[src/rtl/sfla_pkg.sv]
`default_nettype none

package sfla_pkg;

    localparam int CLASS_COUNT_DEF = 8;
    localparam int NODE_COUNT_DEF  = 1024;

    localparam int CLASS_STEP  = 16;
    localparam int BYTES_W     = 16;
    localparam int INDEX_W     = 10;
    localparam int LINK_W      = INDEX_W + 1;
    localparam int CLS_FIELD_W = 4;
    localparam int STATUS_W    = 3;
    localparam int SIZE_CLS_W  = 3;
    localparam int GBYTES_W    = 8;

    localparam logic CMD_ALLOC = 1'b0;
    localparam logic CMD_FREE  = 1'b1;

    localparam logic [STATUS_W-1:0] STATUS_HIT       = 3'd0;
    localparam logic [STATUS_W-1:0] STATUS_FALLBACK  = 3'd1;
    localparam logic [STATUS_W-1:0] STATUS_BIG_ALLOC = 3'd2;
    localparam logic [STATUS_W-1:0] STATUS_PUSHED    = 3'd3;
    localparam logic [STATUS_W-1:0] STATUS_BIG_FREE  = 3'd4;

    typedef enum logic
    {
        ST_IDLE,
        ST_EXEC
    } fsm_state_t;

    typedef struct packed
    {
        logic                   en;
        logic [CLS_FIELD_W-1:0] cls;
        logic [LINK_W-1:0]      value;
    } head_wr_t;

endpackage

`default_nettype wire

[src/rtl/sfla_heads.sv]
`default_nettype none

module sfla_heads
#(
    parameter int CLASS_COUNT = 8,
    parameter int CW          = 3
)
(
    input  wire logic                           clk,
    input  wire logic                           rst_n,
    input  wire logic [CW-1:0]                  rd_cls,
    output logic      [sfla_pkg::LINK_W-1:0]    rd_head,
    input  wire sfla_pkg::head_wr_t             wr
);

    import sfla_pkg::*;

    logic [CLASS_COUNT-1:0] valid_reg;
    logic [INDEX_W-1:0]     index_reg [CLASS_COUNT];
    logic [CW-1:0]          wr_cls;

    assign wr_cls = CW'(wr.cls);

    always_ff @(posedge clk or negedge rst_n)
    begin
        if (!rst_n)
        begin
            valid_reg <= '0;
        end
        else if (wr.en)
        begin
            valid_reg[wr_cls] <= wr.value[LINK_W-1];
        end
    end

    always_ff @(posedge clk)
    begin
        if (wr.en)
        begin
            index_reg[wr_cls] <= wr.value[INDEX_W-1:0];
        end
    end

    always_comb
    begin
        if (32'(rd_cls) < CLASS_COUNT)
        begin
            rd_head = {valid_reg[rd_cls], index_reg[rd_cls]};
        end
        else
        begin
            rd_head = '0;
        end
    end

endmodule

`default_nettype wire

[config.mk]
export PLATFORM = sky130hd
export DESIGN_NAME = sfla_heads
export DESIGN_NICKNAME = d
export VERILOG_FILES = /design/src/rtl/sfla_pkg.sv /design/src/rtl/sfla_heads.sv
export SDC_FILE = /design/constraint.sdc
export NUM_CORES = 1
export LEC_CHECK = 0
export CAP_MARGIN = 10
export CORE_MARGIN = 2
export CORE_UTILIZATION = 56
export DETAILED_ROUTE_END_ITERATION = 6
export DONT_BUFFER_PORTS = 1
export PLACE_DENSITY = 0.74
export SYNTH_ARGS = -nofsm -noshare
export SYNTH_HDL_FRONTEND = slang
export SYNTH_SLANG_ARGS = --single-unit
[constraint.sdc]
create_clock -name clk -period 1.35 [get_ports clk]
set_clock_uncertainty 0.2 [all_clocks]
set_input_delay 0.0675 -clock clk [delete_from_list [all_inputs] [get_ports clk]]
set_output_delay 0.0675 -clock clk [all_outputs]
set_load 0.02 [all_outputs]
Word-level counts from Yosys, hierarchy flattened. Memories as Yosys holds them, arrays and structs flattened. Index checks and enable logic that the tools add are counted.

Reductions and logical operators: 1. Multiplexer cells: 7. Add/sub/neg operators: 0. Shift operators: 0. Bitwise logic cells: 0. Magnitude comparators: 3. Eq/ne operators: 0. Multipliers: 0. Div/mod/pow operators: 0.

Operators with widths (number): $bwmux 8 (1); $lt 3x4->1 const B (2); $mux 1 (4); $bmux 1 s3 (1); $demux 1 s3 (1); $ge 3x1->1 const B (1); $logic_and 1x1->1 (1).

Memory bits (writable): 80. Memories kept: 1. Input port bits: 21. Latch bits: 0. Word-level logic and storage cells: 13. Output and inout port bits: 11. Memory bits (read-only): 0. Register bits after elaboration: 8.

Memories: index_reg (words 8, bits a word 10, rd ports 1, clocked after memory_dff 0, wr ports 1, line sfla_heads.sv:19) `logic [INDEX_W-1:0] index_reg [CLASS_COUNT];`.

Longest topological paths before layout.
Depth in word-level cells: 5. Gate-level depth with buffers: 3. Mapped depth without buffers: 2.

Worst setup path before layout. Ideal clock, no wire load.

Path type: input-to-reg. From: input port wr[11] in the netlist's numbering. To: register valid_reg[0]. Setup slack: -0.758 ns. Data required time: 1.025 ns. Setup time: 0.125 ns. Path buffers: 0. Data arrival time: 1.784 ns. Stages on the path: 2. Path through: nor4b_1 mux2_2.

Word-level cells in the longest chain between the ends: 5. Elaborated cells between the ends (all ways): 6. Classes of those cells: 2 x order compare; 3 x mux; 1 x reduce/logical.

RTL lines: start, declared (line sfla_heads.sv:13) `input wire sfla_pkg::head_wr_t wr`; $lt 3x4->1 (not written as such) / $ge 3x1->1 (equally long branches) (line sfla_heads.sv:32) `valid_reg[wr_cls] <= wr.value[LINK_W-1];`; $logic_and 1x1->1 (not written as such) (line sfla_heads.sv:32); $mux 1 (not written as such) (line sfla_heads.sv:32); $demux 1 s3 (*) (line sfla_heads.sv:32); $bwmux 8 (*) (line sfla_heads.sv:32); end signal, assigned by index (line sfla_heads.sv:32); end, declared (line sfla_heads.sv:18) `logic [CLASS_COUNT-1:0] valid_reg;`.

Mark *: on every way between the ends. The rest lies on a longest branch, timed or not. A chain may end at the register's enable or synchronous reset.

Worst setup path after layout.
From: memory index_reg[5][9]. To: output port rd_head[9] in the netlist's numbering.

Word-level cells in the longest chain between the ends: 1.

RTL lines: start, declared (line sfla_heads.sv:19); $mem_v2 8x10; end, declared (line sfla_heads.sv:12) `output logic [sfla_pkg::LINK_W-1:0] rd_head,`.

No other way between the ends.

==> impl_metrics.py <==
metrics = {
    "clock_network": {
        "worstSkewPairLatency_ps": 340,
        "clock_path_buffers": 2,
        "cts_tree": "yes",
        "clock-sinks": 88,
        "clk_pin_slew_ps": 80,
        "cts_root_buf": "clkbuf_8",
        "cts_htree_levels": 3,
        "cts.repair_timing.setup_buffer_count": 0,
        "numCtsBuffers": 9,
    },
    "placed_design": {
        "dpl.hpwl_mm": 3.78,
        "io_buffer_count": 0,
        "gp_congestion": 0.719,
        "place_area_um2": 3690,
        "dp.cells": 230,
        "dp_slack_ps": -82.2,
    },
    "floorplan": {
        "fp.dieH_um": 83.3,
        "coreArea_um2": 5990,
        "die_area_um2": 6940,
        "rows": 28,
        "top_level_ports": 32,
        "initial_core_util": 0.588,
        "die_w_um": 83.3,
    },
    "route": {
        "wire_per_inst_um": 22.8,
        "drt-initial-drc-count": 112,
        "routed_wl_mm": 5.97,
        "drc": 0,
        "dr_total_vias": 1591,
        "ant_nets": 0,
        "vias_per_cell": 6.07,
        "drtPass1Iterations": 4,
    },
    "critical_path": {
        "crit_path_end_kind": "output pin",
        "cp.required_ps": 1080,
        "worst-r2r-cell-count": 1,
        "start_kind": "register",
        "cp_max_fo": 1,
        "slowest_stage": "mux4_2",
        "r2r_start": "valid_reg[2]",
        "crit_type": "reg2out",
        "crit_arrival_ps": 1530,
        "cp_num_buf_inv": 0,
        "cpPeakStageDelay_ps": 490,
        "crit_family": "multiplexers",
        "path_cells": "mux4_2 -> mux2_4",
        "reg2reg_to": "valid_reg[2]",
        "reg2reg_slack_ps": 380,
    },
    "sta": {
        "finalMaxSlewViolations": 0,
        "finalSetupViolCount": 11,
        "finalHoldWorstSlack_ps": 15.1,
        "layout_setup_ws_ps": -449,
        "period_needed_ps": 1800,
        "finalCritPeriodShare": 1.33,
        "grt_setup_unrepaired": "yes",
        "maxSlewHeadroom": 0.758,
        "final_hold_viol_count": 0,
        "tightestPinTransition_ps": 362,
        "fmax_mhz": 556,
    },
    "finish": {
        "fin_util": 0.677,
        "final_nets": 204,
        "fin_cells": 262,
        "drive_above_1_share": 0.396,
        "layout_common_cells": "edfxtp_1 (80), mux4_2 (22), dlygate4sd3_1 (13)",
        "diodes": 0,
        "synthToLayoutAreaGrowth_pct": 15.1,
        "largest_register_ffs": 80,
        "final_area_um2": 4060,
        "n_fill_cell": 362,
        "final_common_cell": "edfxtp_1",
    },
    "worst_hold_path": {
        "min_from": "wr[11]",
        "holdPathEnd": "valid_reg[2]",
        "whs_path_depth": 2,
        "hold_path_class": "in2reg",
    },
    "synth": {
        "synth_seq_area_share": 0.739,
        "synth_warnings": 0,
        "yosys_register_bits": 88,
        "syn-instance-count": 146,
        "synthDistinctLibCells": 12,
        "synth_nets": 167,
        "avgSynthCellArea_um2": 24.1,
        "synth_area_um2": 3520,
    },
    "pwr": {
        "peakVddDrop_mv": 0.878,
        "p_leak_uw": 0.00143,
        "power_density_nw_per_um2": 1310,
    },
    "global_routing": {
        "grt_usage": 0.185,
        "grt_pass1_wl_mm": 9.36,
        "gr-total-overflow": 0,
        "antenna_found_initial": 0,
        "grt_pass1_vias": 1760,
        "grt_max_degree": 23,
    },
    "status": {
        "status": "finished, violations left",
        "failed_checks": "negative setup slack",
    },
    "job": {
        "max_cap_viol_count": 0,
    },
}
[through the flow]
step                      setup TNS (ps)  power [µW]
after floorplan                     -144        3540
after global placement              -380        3560
after detailed placement            -662        3580
after CTS                          -8450        5330
after global routing               -5160        5470
final                              -4630        5300
[power breakdown]
| part | switching, µW | internal [µW] |
|---|---|---|
| clock | 855 | 838 |
| sequential | 44.9 | 3110 |
| combinational | 190 | 262 |
[metal layers]
metal  up-vias  share of wire  GRT usage
li1        693              -          -
met1       836           0.40      0.237
met2        53           0.53      0.301
met3         9          0.056     0.0497
met4         0          0.015     0.0835
met5         -              0          0
[final cells by class]
cell class | count | area (µm²) | area share
clock inverter | 6 | 61.3 | 0.0151
inverter | 4 | 15.0 | 0.00370
tap | 75 | 93.8 | 0.0231
clock buffer | 9 | 124 | 0.0305
sequential | 88 | 2600 | 0.642
timing repair buffer | 31 | 314 | 0.0774
multi-input combinational | 49 | 845 | 0.208
[cell usage after synthesis]
cell type / n / area share
and4bb_2: 3 / 0.011
nor4b_1: 1 / 0.0025
dfrtp_1: 8 / 0.057
mux4_1: 22 / 0.16
edfxtp_1: 80 / 0.68
clkbuf_1: 1 / 0.0011
nand4_1: 1 / 0.0018
buf_1: 2 / 0.0021
buf_6: 2 / 0.0064
nand4b_1: 3 / 0.0075
mux2_2: 19 / 0.061
inv_1: 4 / 0.0043
[how the worst max path moves through the flow]
| stage | startpoint | endpoint | slack (ps) | cells past startpoint |
|---|---|---|---|---|
| floorplan | valid_reg[5] | rd_head[10] | -20 | 2 |
| global placement | valid_reg[5] | rd_head[10] | -50 | 2 |
| detailed placement | index_reg[5][9] | rd_head[9] | -80 | 2 |
| CTS | index_reg[5][9] | rd_head[9] | -470 | 2 |
| global route | index_reg[5][9] | rd_head[9] | -490 | 2 |
| finish | index_reg[5][9] | rd_head[9] | -450 | 2 |
[repair_timing]
action	CTS	global route
gates resized for setup	0	5
hold buffers	17	0
endpoints found under the hold margin	109	0
setup endpoints to repair	11	92
pin swaps	0	1
[cell families (layout without fill, tap and decap cells)]
| group | Yosys count | after routing | synth area share |
|---|---|---|---|
| buffers and inverters | 9 | 50 | 0.0139 |
| flip-flops | 88 | 88 | 0.739 |
| multiplexers | 41 | 41 | 0.225 |
| AND/OR/NAND/NOR | 8 | 8 | 0.0224 |
(Power assumes the default switching activity.)
